[src/sv/fpk_pkg.sv]
`timescale 1ns / 1ps
// ----------------------------------------------------------------------------
// fpk_pkg: shared types, constants and helpers of the fresnel phase kernel
// cell payload types, cordic constants and the angle pre/post steps
// ----------------------------------------------------------------------------
package fpk_pkg;

  localparam int CORDIC_STEPS = 32;
  localparam int SHIFT_W      = 6;
  localparam int XDIV_STEPS   = 128;
  localparam int EDIV_STEPS   = 158;
  localparam int SQRT_STEPS   = 64;
  localparam int IN_W         = 288;
  localparam int OUT_W        = 64;

  localparam logic signed [63:0] CORDIC_X0      = 64'sd2608131496 <<< 30;
  localparam logic signed [63:0] PI_Q30         = 64'sd3373259426;
  localparam logic [63:0]        QUARTER_PI_Q61 = 64'h1921_FB54_442D_1846;
  localparam logic [98:0]        XI_CAP         = 99'd1 << 95;
  localparam logic [98:0]        ETA_CAP        = 99'd1 << 97;

  typedef struct packed {
    logic signed [63:0] x;
    logic signed [63:0] y;
    logic signed [63:0] z;
    logic [1:0]         quad;
  } cordic_t;

  typedef struct packed {
    logic [127:0] num;
    logic [95:0]  rem;
    logic [98:0]  quo;
    logic         ovf;
    logic [95:0]  den;
  } div_t;

  typedef struct packed {
    logic [127:0] v;
    logic [65:0]  rem;
    logic [63:0]  root;
  } sqrt_t;

  // atan(2^-i) in q61, taylor series in q63 with truncated terms
  function automatic logic [63:0] atan_q61(input int unsigned i);
    logic [63:0] sum;
    logic [63:0] term;
    int unsigned e;
    int unsigned k;
    sum = '0;
    if (i == 0) return QUARTER_PI_Q61;
    for (k = 0; k < 64; k++) begin
      e = i * (2 * k + 1);
      if (e <= 63) begin
        term = (64'h8000_0000_0000_0000 >> e) / 64'(2 * k + 1);
        if (k[0] == 1'b0) sum = sum + term;
        else sum = sum - term;
      end
    end
    return (sum + 64'd2) >> 2;
  endfunction

  // nearest quarter turn plus residual angle in radians q61
  function automatic cordic_t cos_prep(input logic [31:0] a);
    cordic_t c;
    logic [31:0] biased;
    logic [31:0] rest;
    biased = a + 32'h2000_0000;
    c.quad = biased[31:30];
    rest   = a - {c.quad, 30'd0};
    c.x    = CORDIC_X0;
    c.y    = '0;
    c.z    = 64'(signed'(rest)) * PI_Q30;
    return c;
  endfunction

  // quadrant select, round to q30 and clamp to [-1, 1]
  function automatic logic signed [31:0] cos_post(input cordic_t c);
    logic signed [63:0] s;
    logic signed [63:0] r;
    case (c.quad)
      2'd0:    s = c.x;
      2'd1:    s = -c.y;
      2'd2:    s = -c.x;
      default: s = c.y;
    endcase
    r = (s + 64'sd2147483648) >>> 32;
    if (r > 64'sd1073741824) r = 64'sd1073741824;
    if (r < -64'sd1073741824) r = -64'sd1073741824;
    return r[31:0];
  endfunction

  function automatic logic [30:0] mag31(input logic signed [31:0] c);
    logic [31:0] m;
    m = c[31] ? 32'(-c) : 32'(c);
    return m[30:0];
  endfunction

endpackage

[src/sv/fpk_sqrt_cell.sv]
`timescale 1ns / 1ps
// ----------------------------------------------------------------------------
// fpk_sqrt_cell: one digit step of the integer square root
// takes two radicand bits and decides one root bit
// ----------------------------------------------------------------------------
module fpk_sqrt_cell (
  input  logic           clk,
  input  logic           en,
  input  fpk_pkg::sqrt_t d_in,
  output fpk_pkg::sqrt_t d_out
);
  import fpk_pkg::*;

  sqrt_t d_r;
  sqrt_t d_nxt;
  logic [67:0] rem_sh;
  logic [67:0] trial;
  logic [67:0] diff;
  logic        fits;

  always_comb begin
    rem_sh = {d_in.rem, d_in.v[127:126]};
    trial  = {2'b00, d_in.root, 2'b01};
    diff   = rem_sh - trial;
    fits   = rem_sh >= trial;
    d_nxt      = d_in;
    d_nxt.v    = {d_in.v[125:0], 2'b00};
    d_nxt.rem  = fits ? diff[65:0] : rem_sh[65:0];
    d_nxt.root = {d_in.root[62:0], fits};
  end

  always_ff @(posedge clk) begin
    if (en) d_r <= d_nxt;
  end

  assign d_out = d_r;

endmodule

[config.mk]
export PLATFORM = sky130hd
export DESIGN_NAME = fpk_sqrt_cell
export DESIGN_NICKNAME = d
export VERILOG_FILES = /design/src/sv/fpk_pkg.sv /design/src/sv/fpk_sqrt_cell.sv
export SDC_FILE = /design/constraint.sdc
export NUM_CORES = 1
export LEC_CHECK = 0
export BUFFER_PORTS_ARGS = -buffer_cell sky130_fd_sc_hd__clkbuf_2
export CORE_AREA = 2 2 201 203
export DETAILED_ROUTE_END_ITERATION = 8
export DIE_AREA = 0 0 203 205
export GPL_ROUTABILITY_DRIVEN = 0
export PLACE_DENSITY = 0.6
export SLEW_MARGIN = 20
export SYNTH_ARGS = -nofsm -noshare
export SYNTH_HDL_FRONTEND = slang
export SYNTH_SLANG_ARGS = --single-unit
[constraint.sdc]
create_clock -name clk -period 6.7 [get_ports clk]
set_input_delay 0.67 -clock clk [delete_from_list [all_inputs] [get_ports clk]]
set_output_delay 0.67 -clock clk [all_outputs]
set_load 0.02 [all_outputs]
; ---- After elaboration in Yosys (flattened, before gate mapping)
; Index checks and enable logic that the tools add are counted.
[op_classes]
addsub = 1
muxes = 1
order_cmp = 1
[ops]
columns = operator, count
row1 = $ge A68 B66 Y1, 1
row2 = $mux W66, 1
row3 = $sub A66 B66 Y66, 1
[word_totals]
elab_cells = 6
regBits = 256
out_inout_bits = 258

; ---- Longest topological paths before layout
[depth]
word_depth = 2
mapped_depth = 15

; ---- Worst setup path before layout
; No wires, ideal clock.
[synth_path]
path_type = input to register
from = input d_in[38] in the netlist's numbering
to = register d_r, in the netlist d_out[123], data pin
arrival_ps = 3661
setup_ps = 262
required_time_ps = 6438
cell_stages = 12
n_path_buf = 3
path_slack_ps = 2777
cell_sequence = inv_1 > ha_1 > buf_2 > nand4_2 > or4_1 > or4_4 > o211a_4 > a31oi_4 > a2bb2oi_4 > buf_6 > buf_8 > mux2_1
[synth_rtl]
columns = element, line_no
row1 = from (decl), fpk_sqrt_cell.sv:9  ; input fpk_pkg::sqrt_t d_in,
row2 = to (signal assigned), fpk_sqrt_cell.sv:33  ; if (en) d_r <= d_nxt;
row3 = to (decl), fpk_sqrt_cell.sv:14  ; sqrt_t d_r;

==> results by group <==
Clock tree
  – CTS Root Cell: clkbuf_16
  – Clock slew seen by the registers of the worst setup and hold paths: 70 ps
  – CTS H-tree depth: 1
  – CTS Sinks: 256
  – Post-CTS Setup Bufs: 0
  – Hold buffers post-CTS: 0
  – CTS tree: built
  – Total CTS buffers: 30
  – CTS max path bufs: 3
  – Post-cts sizing count: 0

STA
  – Max-slew violations: 0
  – Final Cycle Share: 0.6420
  – RSZ-0062 raised after global routing: false
  – Fmax achieved: 0.2325 GHz
  – Final hold slack: 260.5 ps
  – Fin Setup TNS: 0 ps
  – Setup violators final: 0
  – Slew @ Worst Pin: about 1100 ps
  – Post-route minimum period: 4302 ps
  – Final Hold Fails: 0
  – Slew margin rel.: 0.2703

Global routing
  – Global route overflow: 0
  – Largest net degree at the start of global routing: 158
  – Initial antenna violation count: 9
  – First-pass GRT wire length: 62.64 mm
  – GRT Util Overall: 0.1994
  – Vias in the first global route: just over 10k

Layout
  – Max reg flops: around 260
  – Area Overhead vs Synth: 31.67%
  – Layout Nets: between 1.5k and 2k
  – Post-route insts no fill: roughly 2.1k
  – Filler cells: 3,818
  – Share of post-route cells with drive strength above 1: 0.3909
  – Fin util: 0.4310
  – Fin area: roughly 17,000 µm²

Die
  – Die area: 41,620 µm²
  – Die width: roughly 200 µm
  – Starting density of the core: 0.3274
  – CORE AREA: 39,370 µm²
  – Die Y: 205 µm
  – I/O pin count: slightly above 500
  – Floorplan row count: 73

Placement
  – Port Buffers: 515
  – Placed standard-cell area: 15,980 µm²
  – HPWL after DPL: approximately 35 mm
  – Placed cells: 2,033

Routing
  – Via count: 10.45k
  – Remaining DRCs: 0
  – ANT nets after route: 0
  – TritonRoute pass-1 iters: 5
  – Initial DRC Count: 667
  – Vias per Instance: 4.997
  – Avg WL per Cell: about 21 µm
  – Routed wire length: 43.59 mm

Power
  – Switching share of power: 0.3001
  – Pleak: 7.523 nW
  – Switching power: 1.417 mW
  – Comb power frac: 0.229
  – Clock network fraction of design power: 0.345
  – Power density cells: between 200 and 300 nW/µm²
  – Sequential group share of total power: 0.427
  – Worst vdd ir: 174.3 µV
  – Internal: between 3 and 4 mW

Synthesis
  – Post-synthesis cell type count: 64
  – Register bit count reported by yosys: 256
  – Post-synth ARST share: 0
  – Synthesis Warnings: 0
  – Post-Synthesis Cell Area: 12,890 µm²
  – Seq/Total Area, Yosys: 0.5965
  – Top FF cell, synth: edfxtp_1
  – Top-count cell post-synth: edfxtp_1
  – Top cell type's share of synthesized area: 0.5965
  – Ranking of synthesized cells by area: edfxtp_1 (60%), ha_1 (6.4%), a21oi_1 (3.4%), mux2_2 (3.2%), xnor2_1 (2.4%)
  – Synth Instances: 1,023
  – Number of synthesized flops with an enable pin: 256
  – Synthesized area per cell: roughly 13 µm²
  – Post-synth top cells: edfxtp_1 (256), a21oi_1 (87), inv_1 (78), nand2_1 (69), ha_1 (66)
  – Yosys top cell by area: edfxtp_1

Critical path
  – Crit Path Max Fanout: between 50 and 60
  – WS Path Type: input pin to flop
  – Critical Path Source Type: input pin
  – Worst Path Required: 7030 ps
  – CP arrival: between 4000 and 5000 ps
  – Element type at the critical path end: flop

Job
  – MaxCap Viol Count: 0

Status
  – Run status: completed

Worst hold path
  – Hold Path Class: input pin to flop
==> metal layers <==
| layer | global-route usage | up-vias | part of all wire |
|---|---|---|---|
| met3 | 0.05695 | 64 | 0.083 |
| met5 | 0 | - | 0.0017 |
| met2 | 0.3483 | 455 | 0.50 |
| met4 | 0.06700 | 10 | 0.031 |
| met1 | 0.2353 | 5044 | 0.39 |
| li1 | - | 4875 | - |
==> stage by stage <==
stage	setup WS, ps	total power [mW]
4_1_cts	2375	4.785
3_3_place_gp	1875	3.120
5_1_grt	2148	4.928
2_1_floorplan	2777	2.705
6_report	2398	4.721
3_5_place_dp	1760	3.128
==> cell families (layout without fill, tap and decap cells) <==
logic type,Yosys count,count (layout),synth area share
DFF,256,256,0.5965
AOI/OAI and AO/OA,242,242,0.1213
and+or+nand+nor,224,224,0.08418
buffers and inverters,111,650,0.03757
adders and majority gates,66,66,0.06408
muxes,66,66,0.05738
xor gates and xnor gates,57,57,0.03874
other,1,5,0.0002910
==> worst max-delay path: stages <==
cell	delay, ps
clkbuf_2	90
inv_1	40
ha_1	370
nand2b_1	100
a211o_1	300
nand2_1	120
nand2_1	90
o21ai_0	530
a211oi_1	360
o211a_4	360
a31oi_4	230
a2bb2oi_4	570
buf_12	360
mux2_2	380
==> layout by cell type, fill, tap and decap left out, types with 13 or more instances in the layout <==
cell type	Yosys	layout
clkbuf_2	1	514
edfxtp_1	256	256
a21oi_1	87	87
inv_1	78	78
nand2_1	69	69
ha_1	66	66
nor2_1	50	50
o21ai_0	46	46
mux2_2	37	37
xnor2_1	35	35
a21o_1	31	31
clkbuf_16	0	30
mux2_1	26	26
nor3_1	22	22
xor2_1	22	22
nand3_1	19	19
nand4_1	16	16
o21bai_1	13	13
==> power groups by stage <==
| stage | clock (mW) | sequential (mW) | combinational [mW] |
|---|---|---|---|
| floorplan | 0 | 2.26 | 0.445 |
| global placement | 0 | 2.05 | 1.07 |
| detailed placement | 0 | 2.05 | 1.08 |
| CTS | 1.68 | 2.02 | 1.09 |
| global route | 1.73 | 2.03 | 1.17 |
| finish | 1.63 | 2.01 | 1.08 |
==> area by class of cell <==
class,instances,area (µm²),area share
Antenna cell,3,7.507,0.0004424
Clock buffer,34,765.7,0.04513
Inverter,78,292.8,0.01725
Tap cell,525,656.9,0.03871
Clock inverter,21,211.5,0.01246
Timing Repair Buffer,517,2628,0.1548
Multi-Input combinational cell,657,4720,0.2781
Sequential cell,256,7687,0.4530
==> worst paths after layout <==
path,from,to,slack (ps),cells past startpoint
worst min-delay path,d_in[165],d_out[167],260,1
worst max-delay path,d_in[0],d_out[91],2400,14
No activity file was read; power rests on OpenSTA's default activity.
