`src/sv/fpk_pkg.sv`:
```
`timescale 1ns / 1ps
// ----------------------------------------------------------------------------
// fpk_pkg: shared types, constants and helpers of the fresnel phase kernel
// cell payload types, cordic constants and the angle pre/post steps
// ----------------------------------------------------------------------------
package fpk_pkg;

  localparam int CORDIC_STEPS = 32;
  localparam int SHIFT_W      = 6;
  localparam int XDIV_STEPS   = 128;
  localparam int EDIV_STEPS   = 158;
  localparam int SQRT_STEPS   = 64;
  localparam int IN_W         = 288;
  localparam int OUT_W        = 64;

  localparam logic signed [63:0] CORDIC_X0      = 64'sd2608131496 <<< 30;
  localparam logic signed [63:0] PI_Q30         = 64'sd3373259426;
  localparam logic [63:0]        QUARTER_PI_Q61 = 64'h1921_FB54_442D_1846;
  localparam logic [98:0]        XI_CAP         = 99'd1 << 95;
  localparam logic [98:0]        ETA_CAP        = 99'd1 << 97;

  typedef struct packed {
    logic signed [63:0] x;
    logic signed [63:0] y;
    logic signed [63:0] z;
    logic [1:0]         quad;
  } cordic_t;

  typedef struct packed {
    logic [127:0] num;
    logic [95:0]  rem;
    logic [98:0]  quo;
    logic         ovf;
    logic [95:0]  den;
  } div_t;

  typedef struct packed {
    logic [127:0] v;
    logic [65:0]  rem;
    logic [63:0]  root;
  } sqrt_t;

  // atan(2^-i) in q61, taylor series in q63 with truncated terms
  function automatic logic [63:0] atan_q61(input int unsigned i);
    logic [63:0] sum;
    logic [63:0] term;
    int unsigned e;
    int unsigned k;
    sum = '0;
    if (i == 0) return QUARTER_PI_Q61;
    for (k = 0; k < 64; k++) begin
      e = i * (2 * k + 1);
      if (e <= 63) begin
        term = (64'h8000_0000_0000_0000 >> e) / 64'(2 * k + 1);
        if (k[0] == 1'b0) sum = sum + term;
        else sum = sum - term;
      end
    end
    return (sum + 64'd2) >> 2;
  endfunction

  // nearest quarter turn plus residual angle in radians q61
  function automatic cordic_t cos_prep(input logic [31:0] a);
    cordic_t c;
    logic [31:0] biased;
    logic [31:0] rest;
    biased = a + 32'h2000_0000;
    c.quad = biased[31:30];
    rest   = a - {c.quad, 30'd0};
    c.x    = CORDIC_X0;
    c.y    = '0;
    c.z    = 64'(signed'(rest)) * PI_Q30;
    return c;
  endfunction

  // quadrant select, round to q30 and clamp to [-1, 1]
  function automatic logic signed [31:0] cos_post(input cordic_t c);
    logic signed [63:0] s;
    logic signed [63:0] r;
    case (c.quad)
      2'd0:    s = c.x;
      2'd1:    s = -c.y;
      2'd2:    s = -c.x;
      default: s = c.y;
    endcase
    r = (s + 64'sd2147483648) >>> 32;
    if (r > 64'sd1073741824) r = 64'sd1073741824;
    if (r < -64'sd1073741824) r = -64'sd1073741824;
    return r[31:0];
  endfunction

  function automatic logic [30:0] mag31(input logic signed [31:0] c);
    logic [31:0] m;
    m = c[31] ? 32'(-c) : 32'(c);
    return m[30:0];
  endfunction

endpackage

```
`src/sv/fpk_div_cell.sv`:
```
`timescale 1ns / 1ps
// ----------------------------------------------------------------------------
// fpk_div_cell: one restoring division step
// brings down one numerator bit, subtracts the divisor when it fits
// ----------------------------------------------------------------------------
module fpk_div_cell (
  input  logic          clk,
  input  logic          en,
  input  fpk_pkg::div_t d_in,
  output fpk_pkg::div_t d_out
);
  import fpk_pkg::*;

  div_t d_r;
  div_t d_nxt;
  logic [96:0] rem_sh;
  logic [96:0] diff;
  logic        fits;

  always_comb begin
    rem_sh = {d_in.rem, d_in.num[127]};
    diff   = rem_sh - {1'b0, d_in.den};
    fits   = rem_sh >= {1'b0, d_in.den};
    d_nxt      = d_in;
    d_nxt.num  = {d_in.num[126:0], 1'b0};
    d_nxt.rem  = fits ? diff[95:0] : rem_sh[95:0];
    d_nxt.quo  = {d_in.quo[97:0], fits};
    // sticky once a quotient bit falls off the top
    d_nxt.ovf  = d_in.ovf | d_in.quo[98];
  end

  always_ff @(posedge clk) begin
    if (en) d_r <= d_nxt;
  end

  assign d_out = d_r;

endmodule

```
`config.mk`:
```
export PLATFORM = sky130hd
export DESIGN_NAME = fpk_div_cell
export DESIGN_NICKNAME = d
export VERILOG_FILES = /design/src/sv/fpk_pkg.sv /design/src/sv/fpk_div_cell.sv
export SDC_FILE = /design/constraint.sdc
export NUM_CORES = 1
export LEC_CHECK = 0
export CAP_MARGIN = 20
export CORE_AREA = 8 8 323 325
export DETAILED_ROUTE_END_ITERATION = 8
export DIE_AREA = 0 0 331 333
export DONT_BUFFER_PORTS = 1
export SETUP_SLACK_MARGIN = 0.3
export SLEW_MARGIN = 20
export SYNTH_ARGS = -nofsm -noshare
export SYNTH_HDL_FRONTEND = slang
export SYNTH_SLANG_ARGS = --single-unit
```
`constraint.sdc`:
```
create_clock -name clk -period 3.95 [get_ports clk]
set_input_delay 0.1975 -clock clk [delete_from_list [all_inputs] [get_ports clk]]
set_output_delay 0.1975 -clock clk [all_outputs]
set_load 0.005 [all_outputs]
```
==> Word-level counts from Yosys, hierarchy flattened <==
Index checks and enable logic that the tools add are counted.
W data, S select, Z words.
{ "classes": {"add_sub_neg": 1, "n_lt_le_gt_ge": 1, "n_mux": 1, "bitwise": 1} }
{ "op_table": {"columns": ["op", "n"], "rows": [
  ["$ge A97 B96 Y1", 1],
  ["$mux W96", 1],
  ["$sub A96 B96 Y96", 1],
  ["$or A1 B1 Y1", 1]
]} }
{ "word_totals": {"regBits": 419, "out_inout_bits": 420, "wordCells": 9} }

==> Depth between registers and ports, before layout <==
Gate-level depths: netlist (run 1).
{ "logic_depth": {"word_depth": 2, "ltp_mapped": 16} }

==> Worst setup path before layout (run 1) <==
No wires, ideal clock.
{ "synth_timing": {"kind": "input-to-reg", "from": "in d_in[32] (netlist name)", "to": "reg d_r, in the netlist d_out[262] (data pin)", "setup_time_ns": 0.260, "t_arrival_ns": 3.084, "path_slack_ns": 0.606, "path_stages": 14, "path_buffers": 2, "cell_sequence": "inv_1 ha_1 buf_2 and3_1 nand2_1 or3_1 or3_1 o21ai_2 a32oi_1 a211oi_2 o2111ai_2 a31oi_4 buf_2 mux2_2"} }
{ "synth_rtl": {"columns": ["element", "line_no", "source"], "rows": [
  ["start, declared", "fpk_div_cell.sv:9", "input fpk_pkg::div_t d_in,"],
  ["end signal, assigned", "fpk_div_cell.sv:33", "if (en) d_r <= d_nxt;"],
  ["end, declared", "fpk_div_cell.sv:14", "div_t d_r;"]
]} }

==> flow_metrics.py, run 1 <==
metrics = {
    "grt": {
        "antenna_found_initial": 38,
        "grt_pass1_vias": 15825,
        "grt_pass1_wl_um": 149000,
        "grtUsageTotal": 0.199,
        "grt_max_degree": 420,
        "grt_overflow": 0,
    },
    "synthesis": {
        "ys_seq_area_frac": 0.628,
        "synthTopCellsByArea": "edfxtp_1, ha_1, a21oi_1, nor2_1, inv_1",
        "ys_types": 68,
        "syn-instance-count": 1628,
        "synth_edf_count": 419,
        "synth.net_count": 2147,
        "synth-seq-cells": 419,
        "synth_top_area_cell": "edfxtp_1",
        "netlist_top_cells_count": "edfxtp_1, a21oi_1, nor2_1",
        "synth_area_per_cell_um2": 12.3,
        "synthMostInstantiatedCell": "edfxtp_1",
        "yosys_most_used_dff": "edfxtp_1",
        "async_flop_share": 0,
        "yosys_warnings": 0,
        "synth_top_area_share": 0.628,
        "synth_area_um2": 20000,
    },
    "critical_path": {
        "cp-end-kind": "flop",
        "worstPathCellList": "inv_1 > ha_1 > a21oi_1 > o21ai_0 > or3_1 > nor3_1 > buf_4 > o21ai_2 > a32oi_1 > a211oi_2 > o2111ai_2 > a31oi_4 > buf_12 > buf_4 > nor2_1 > a21oi_1",
        "critPathMaxFanout": 22,
        "startpoint_type": "input pin",
        "path_buf_inv": 4,
        "cp.required_ps": 4320,
        "cpPeakStageDelay_ps": 550,
        "crit_type": "input pin to flop",
        "cp.arrival_ps": 3880,
        "crit_slowest_cell": "a32oi_1",
        "critPathTopFamily": "compound AO/OA/AOI/OAI gates",
        "startpoint": "d_in[20]",
    },
    "clock_network": {
        "htree_levels": 2,
        "cts_root_buf": "clkbuf_16",
        "cts.clk_slew.worst_paths_ps": 70,
        "cts-buffers-inserted": 50,
        "clock_sinks": 419,
        "ctsHoldBuffers": 418,
        "clockBufferDepth": 3,
        "cts_tree": "yes",
        "cts_setup_buffers": 0,
        "cts-resized-gates": 0,
    },
    "power": {
        "p_leak_nw": 10.5,
        "pwr_density_cell_nw_per_um2": 466,
        "vdd_drop_max_v": 0.000314,
        "power_mw": 13.1,
    },
    "route": {
        "avgViaCountPerCell": 4.59,
        "vias": 16042,
        "post_drt_wl_per_cell_um": 33.3,
        "firstDrtPassIters": 5,
        "postRouteAntennaNets": 0,
        "drc": 0,
        "wl_um": 116000,
        "drtIter0Drc": 1141,
    },
    "floorplan": {
        "pin_count": 842,
        "die_area_um2": 110000,
        "die-height_um": 333,
        "die_x_um": 331,
        "fp.coreArea_um2": 99300,
        "initial_utilization": 0.202,
        "fp-row-count": 116,
    },
    "timing": {
        "fin_crit_ps": 3510,
        "worst_pin_slew_ps": 1090,
        "finalSetupViolCount": 0,
        "max_freq_mhz": 285,
        "rsz0062_at_grt": "false",
        "post-route-period-util": 0.888,
        "hold_ws_ps": -328,
        "slew_violations": 0,
        "hold_viol": 61,
        "slew_headroom": 0.271,
        "tns_ps": 0,
    },
    "hold_path": {
        "hold_path_depth": 0,
        "min_to": "d_out[1]",
        "min_from": "d_in[1]",
        "hp-class": "input pin to flop",
    },
    "placed_design": {
        "place_congestion": 0.900,
        "portBuffers": 0,
        "post_dp_cell_area_um2": 22100,
        "dp_hpwl_um": 90100,
    },
    "status": {
        "violations": "negative hold slack",
        "status": "complete, but fails checks",
    },
    "layout": {
        "finish.utilization": 0.283,
        "syn2layout_area_growth_pct": 40.2,
        "nets": 2646,
        "drive_gt1_frac": 0.0960,
        "finalInstanceArea_um2": 28100,
        "largest_register_ffs": 419,
    },
    "job": {
        "max_cap_viol_count": 0,
    },
}
## per-stage QoR
step	setup slack (ps)	instances	hold WS (ps)
after global routing	332	3481	-382
final	444	3493	-328
after global placement	-210	2955	296
after floorplan	606	1628	296
after CTS	471	3465	-394
after detailed placement	-240	2955	296
## layout make-up
type	instances	area, um2
diodes	28	70.1
clock buffers	61	1290
clock inverters	31	444
fillers	10300	71200
inverters	133	499
multi-input cells	1008	6620
flip-flops and latches	419	12600
well taps	1298	1620
repair buffers	515	4950
## cells in the final DEF (no fill, tap or decap), drive strengths merged, types with 7 or more instances in the layout
master / synthesis / layout
xnor2: 50 / 50
a21o: 44 / 44
nor3: 10 / 10
o21ai: 60 / 60
nand3: 12 / 12
bufinv: 0 / 9
nand4: 38 / 38
o31ai: 10 / 10
buf: 27 / 97
a31oi: 15 / 15
a211oi: 9 / 9
nor2b: 7 / 7
and3: 10 / 10
mux2: 18 / 18
and2: 7 / 7
or3: 10 / 10
nor2: 144 / 144
dlygate4sd3: 0 / 418
xor2: 38 / 38
ha: 96 / 96
o21a: 14 / 14
clkbuf: 41 / 61
a21oi: 201 / 201
diode: 0 / 28
nand2: 95 / 95
clkinv: 0 / 13
o21bai: 31 / 31
nor4: 9 / 9
o211ai: 14 / 14
inv: 133 / 137
edfxtp: 419 / 419
## worst max-delay path by stage
stage / end / slack (ps) / cells after the start
final: d_out[216] / 440 / 16
after global routing: d_out[286] / 330 / 18
after CTS: d_out[225] / 470 / 17
after detailed placement: d_out[225] / -240 / 16
after global placement: d_out[225] / -210 / 16
after floorplan: d_out[262] / 610 / 14
## where the power goes
group	internal [mW]	switching (mW)	total [mW]	leakage (nW)
logic	0.942	1.07	2.01	5.60
clock network	2.95	2.12	5.07	0.826
registers	5.46	0.542	6.00	4.10
## per-layer routing
| layer | GRT usage | routed length, um | up-vias |
|---|---|---|---|
| met5 | 0 | 7 | - |
| met4 | 0.0634 | 4100 | 2 |
| met3 | 0.0676 | 11300 | 134 |
| met2 | 0.367 | 59900 | 862 |
| met1 | 0.211 | 40900 | 7970 |
| li1 | - | - | 7074 |
## logic make-up (layout without fill, tap and decap cells)
family,after synthesis,count (layout),share of synthesized area
muxes,19,19,0.0106
xor gates and xnor gates,88,88,0.0385
and+or+nand+nor,357,357,0.0815
other,1,29,0.000187
AOI/OAI and AO/OA,446,446,0.139
adders and majority gates,97,97,0.0610
DFF,419,419,0.628
buffers and inverters,201,740,0.0412
(Power assumes the default switching activity.)
==> inputs of run 2 (changes only) <==
--- a/config.mk
+++ b/config.mk
@@ -6,10 +6,12 @@
 export NUM_CORES = 1
 export LEC_CHECK = 0
 export CAP_MARGIN = 20
-export CORE_AREA = 8 8 323 325
+export CORE_ASPECT_RATIO = 0.5
+export CORE_MARGIN = 8
+export CORE_UTILIZATION = 23
 export DETAILED_ROUTE_END_ITERATION = 8
-export DIE_AREA = 0 0 331 333
 export DONT_BUFFER_PORTS = 1
+export PLACE_DENSITY = 0.48
 export SETUP_SLACK_MARGIN = 0.3
 export SLEW_MARGIN = 20
 export SYNTH_ARGS = -nofsm -noshare
==> run 2 against run 1 <==
Net effect: flip-flop and latch count did not move; non-clock buffer count shrank 56; clock-buffer cell count fell by 16; the run ends with max-slew violations left; final area fell by 3.0%; sequential share of layout area rose by 1.4 points; via count down 5.3%; utilization grew 3.3 points; routed wire length down 20%; combinational power down 7%.
==> flow_metrics.py, run 2 (synthesis gave the netlist of run 1 again) <==
metrics = {
    "grt": {
        "grt_pass1_wl_um": 124000,
        "grt_max_degree": 420,
        "grt_overflow": 0,
        "grtUsageTotal": 0.176,
        "antenna_found_initial": 4,
        "grt_pass1_vias": 15568,
    },
    "timing": {
        "slew_violations": 156,
        "finalSetupViolCount": 0,
        "max_freq_mhz": 285,
        "slew_headroom": -0.286,
        "hold_viol": 0,
        "fin_crit_ps": 3510,
        "tns_ps": 0,
        "rsz0062_at_grt": "true",
        "post-route-period-util": 0.889,
        "worst_pin_slew_ps": 1930,
    },
    "layout": {
        "largest_register_ffs": 419,
        "final_common_cell": "dlygate4sd3_1",
        "ff_latch_area_um2": 12600,
        "nets": 2585,
        "layout_common_cells": "dlygate4sd3_1, edfxtp_1, a21oi_1",
        "finalInstanceArea_um2": 27200,
        "multi_input_area_um2": 6640,
        "syn2layout_area_growth_pct": 36.0,
        "fillers": 8752,
        "drive_gt1_frac": 0.0709,
    },
    "power": {
        "vdd_drop_max_v": 0.000291,
        "p_leak_nw": 10.2,
        "pwr_density_cell_nw_per_um2": 450,
    },
    "clock_network": {
        "htree_levels": 2,
        "clockBufferDepth": 3,
        "cts.clk_slew.worst_paths_ps": 70,
        "cts_root_buf": "clkbuf_16",
        "cts-buffers-inserted": 45,
        "clock_sinks": 419,
        "cts_tree": "yes",
    },
    "route": {
        "drtIter0Drc": 1239,
        "avgViaCountPerCell": 4.63,
        "postRouteAntennaNets": 0,
        "post_drt_wl_per_cell_um": 28.2,
        "drc": 0,
        "firstDrtPassIters": 5,
        "vias": 15193,
        "wl_um": 92500,
    },
    "placed_design": {
        "place_congestion": 0.963,
        "portBuffers": 0,
        "dp_hpwl_um": 70200,
        "post_dp_cell_area_um2": 21500,
    },
    "status": {
        "status": "complete, but fails checks",
        "violations": "max-slew violations",
    },
    "critical_path": {
        "critPathMaxFanout": 47,
        "worstPathCellList": "inv_1 > ha_1 > and3_1 > nand2_1 > or3_1 > or3_1 > o21ai_2 > a32oi_2 > a211oi_2 > o2111ai_2 > a31oi_4 > buf_12 > a21oi_1 > dlygate4sd3_1",
        "cp.required_ps": 4310,
        "crit_slowest_cell": "dlygate4sd3_1",
        "crit_type": "input pin to flop",
        "cpPeakStageDelay_ps": 570,
        "cp.arrival_ps": 3870,
        "cpMostUsedCell": "or3_1",
        "startpoint_type": "input pin",
        "cp-end-kind": "flop",
    },
    "floorplan": {
        "die-height_um": 225,
        "die_area_um2": 97400,
        "fp-row-count": 76,
        "fp.coreArea_um2": 86200,
        "die_x_um": 433,
        "pin_count": 842,
        "initial_utilization": 0.232,
    },
    "job": {
        "max_cap_viol_count": 0,
    },
    "hold_path": {
        "hp-class": "input pin to flop",
    },
}
run 2: worst paths after layout:
check | from | end | slack, ps | cells past startpoint
worst max-delay path | d_in[31] | d_out[196] | 440 | 14
worst min-delay path | d_in[220] | d_out[221] | 130 | 3
run 2: layout make-up:
type | count | share of cell area
diodes | 7 | 0.000643
clock buffers | 45 | 0.0413
clock inverters | 38 | 0.0138
inverters | 133 | 0.0183
multi-input cells | 1008 | 0.244
flip-flops and latches | 419 | 0.462
well taps | 1170 | 0.0537
repair buffers | 459 | 0.167
run 2: power breakdown:
part / switching [mW] / total (mW) / internal (mW)
clock network: 2.04 / 4.44 / 2.40
logic: 0.997 / 1.87 / 0.871
registers: 0.482 / 5.94 / 5.46
run 2: timing repair:
item,4_1_cts,5_1_grt
endpoints found under the setup margin,0,5
buffers inserted,0,0
hold buffers,420,3
hold endpoints to repair,752,21
gates resized for setup,0,4
run 2: stage by stage:
step,hold slack [ps],power [mW],util,instances,worst slack (ps)
finish,130,12.3,0.316,3279,439
global route,-24.9,12.8,0.316,3276,263
CTS,-248,12.4,0.315,3269,335
detailed placement,296,7.50,0.249,2766,-8.61
global placement,296,7.51,0.249,2766,76.6
floorplan,296,6.78,-,1628,606
run 2: worst max-delay path: cells and delay by family:
kind                     cells  cell delay (ps)
adder cells (fa/ha/maj)      1              370
AND/OR/NAND/NOR              4             1080
buffers and inverters        3              860
AO/OA/AOI/OAI                6             1310
run 2: metal layers:
layer  GRT usage  share of wire
met1       0.203           0.39
met4      0.0474          0.026
met3      0.0545          0.075
met2       0.318           0.51
met5           0              0
==> inputs of run 3 (changes only) <==
--- a/config.mk
+++ b/config.mk
@@ -11,7 +11,7 @@
 export CORE_UTILIZATION = 23
 export DETAILED_ROUTE_END_ITERATION = 8
 export DONT_BUFFER_PORTS = 1
-export PLACE_DENSITY = 0.48
+export PLACE_DENSITY = 0.37
 export SETUP_SLACK_MARGIN = 0.3
 export SLEW_MARGIN = 20
 export SYNTH_ARGS = -nofsm -noshare
==> run 3 against run 2 <==
Net effect: the flow now finishes without violations; power shrank 1.3%; cell count rose by 0.27%; flip-flop and latch count did not move; final area increased by 0.32%; utilization grew 0.10 points; sequential share of layout area fell by 0.15 points; critical path type unchanged; clock power shrank 3%; setup slack improved by 52 ps; via count decreased by 2.5%.
==> flow_metrics.py, run 3 (synthesis gave the netlist of run 1 again) <==
metrics = {
    "critical_path": {
        "startpoint_type": "input pin",
        "cp.required_ps": 4290,
        "path_buf_inv": 4,
        "cp.arrival_ps": 3800,
        "worstPathCellList": "dlygate4sd3_1 > fa_1 > nand2b_1 > a21oi_2 > o21ai_0 > a31oi_1 > buf_4 > a22o_1 > and3_1 > o21ai_0 > a21oi_1 > buf_4 > a311oi_1 > buf_4 > mux2_2",
        "cp-end-kind": "flop",
        "crit_type": "input pin to flop",
        "critPathTopFamily": "compound AO/OA/AOI/OAI gates",
        "cpMostUsedCell": "buf_4",
        "cpPeakStageDelay_ps": 640,
        "critPathMaxFanout": 6,
        "crit_slowest_cell": "dlygate4sd3_1",
    },
    "power": {
        "p_leak_nw": 10.2,
        "pwr_density_cell_nw_per_um2": 442,
        "vdd_drop_max_v": 0.000235,
    },
    "job": {
        "max_cap_viol_count": 0,
    },
    "layout": {
        "syn2layout_area_growth_pct": 36.4,
        "layout_common_cells": "dlygate4sd3_1, edfxtp_1, a21oi_1",
        "largest_register_ffs": 419,
        "finalInstanceArea_um2": 27300,
        "final_common_cell": "dlygate4sd3_1",
        "multi_input_area_um2": 6640,
        "ff_latch_area_um2": 12600,
        "nets": 2601,
        "fin_cells": 3288,
        "drive_gt1_frac": 0.0756,
        "fillers": 8746,
    },
    "placed_design": {
        "place_congestion": 0.823,
        "post_dp_cell_area_um2": 21600,
        "dp.cells": 2784,
        "portBuffers": 0,
        "dp_hpwl_um": 63600,
    },
    "grt": {
        "grt_max_degree": 420,
        "grt_overflow": 0,
        "grtUsageTotal": 0.163,
        "grt_pass1_vias": 15654,
        "antenna_found_initial": 2,
        "grt_pass1_wl_um": 117000,
    },
    "clock_network": {
        "cts.clk_slew.worst_paths_ps": 60,
        "cts_setup_buffers": 0,
        "htree_levels": 2,
        "clockBufferDepth": 3,
        "cts_root_buf": "clkbuf_16",
        "cts-buffers-inserted": 45,
        "cts_tree": "yes",
        "clock_sinks": 419,
    },
    "route": {
        "met1_length_um": 30300,
        "drtIter0Drc": 931,
        "post_drt_wl_per_cell_um": 25.9,
        "wl_um": 85300,
        "drc": 0,
        "firstDrtPassIters": 5,
        "met2_length_um": 46500,
        "top_layer": "met4",
        "vias": 14812,
        "postRouteAntennaNets": 0,
        "avgViaCountPerCell": 4.50,
        "wl_met3_um": 5510,
    },
    "timing": {
        "finalSetupViolCount": 0,
        "worst_pin_slew_ps": 1160,
        "rsz0062_at_grt": "true",
        "slew_violations": 0,
        "hold_ws_ps": 136,
        "fin_crit_ps": 3460,
        "slew_headroom": 0.229,
        "max_freq_mhz": 289,
        "hold_viol": 0,
        "post-route-period-util": 0.876,
        "tns_ps": 0,
    },
    "hold_path": {
        "hp-class": "input pin to flop",
    },
    "floorplan": {
        "fp.coreArea_um2": 86200,
        "fp-row-count": 76,
        "pin_count": 842,
        "die_area_um2": 97400,
        "initial_utilization": 0.232,
        "die_x_um": 433,
        "die-height_um": 225,
    },
    "status": {
        "status": "finished, final reports clean",
    },
}
-- run 3: changes by cell type in the layout (fill, tap and decap cells not counted), sizes merged --
cell	change
buf	+18
diode	-5
clkbuf	+3
clkinv	-3
dlygate4sd3	-2
inv	-2
bufinv	-1
clkinvlp	+1
-- run 3: final timing paths --
kind / startpoint / to / slack, ps / depth (start not counted)
setup / recovery: d_in[1] / d_out[282] / 490 / 15
hold / removal: d_in[263] / d_out[264] / 140 / 3
-- run 3: worst min-delay path, cell delays in order --
cell and delay [ps]:
ha_1 200, xor2_1 90, a21oi_1 130
-- run 3: area by class of cell --
class,count,area share
clock inverters,33,0.0116
repair buffers,475,0.171
flip-flops and latches,419,0.460
clock buffers,48,0.0416
multi-input cells,1008,0.243
diodes,2,0.000183
inverters,133,0.0183
well taps,1170,0.0536
-- run 3: through the flow --
stage | util | power, mW | setup slack (ps)
after floorplan | - | 6.78 | 606
after global placement | 0.251 | 7.52 | 60.9
after detailed placement | 0.251 | 7.48 | 16.5
after CTS | 0.317 | 12.3 | 376
after global routing | 0.317 | 12.7 | 263
final | 0.317 | 12.1 | 491
-- run 3: repair_timing --
item,in CTS,in global routing
setup endpoints to repair,0,3
resized for setup,0,4
endpoints found under the hold margin,661,109
hold buffers,420,1
-- run 3: metal layers --
metal | global-route usage | vias to the layer above
met2 | 0.312 | 471
met4 | 0.0561 | 0
li1 | - | 6941
met3 | 0.0460 | 119
met1 | 0.170 | 7281
met5 | 0 | -
-- run 3: power by group --
group,switching [mW],internal (mW),total (mW)
Combinational,1.03,0.898,1.92
Clock,1.99,2.33,4.32
Sequential,0.389,5.46,5.85
Total,3.41,8.68,12.1
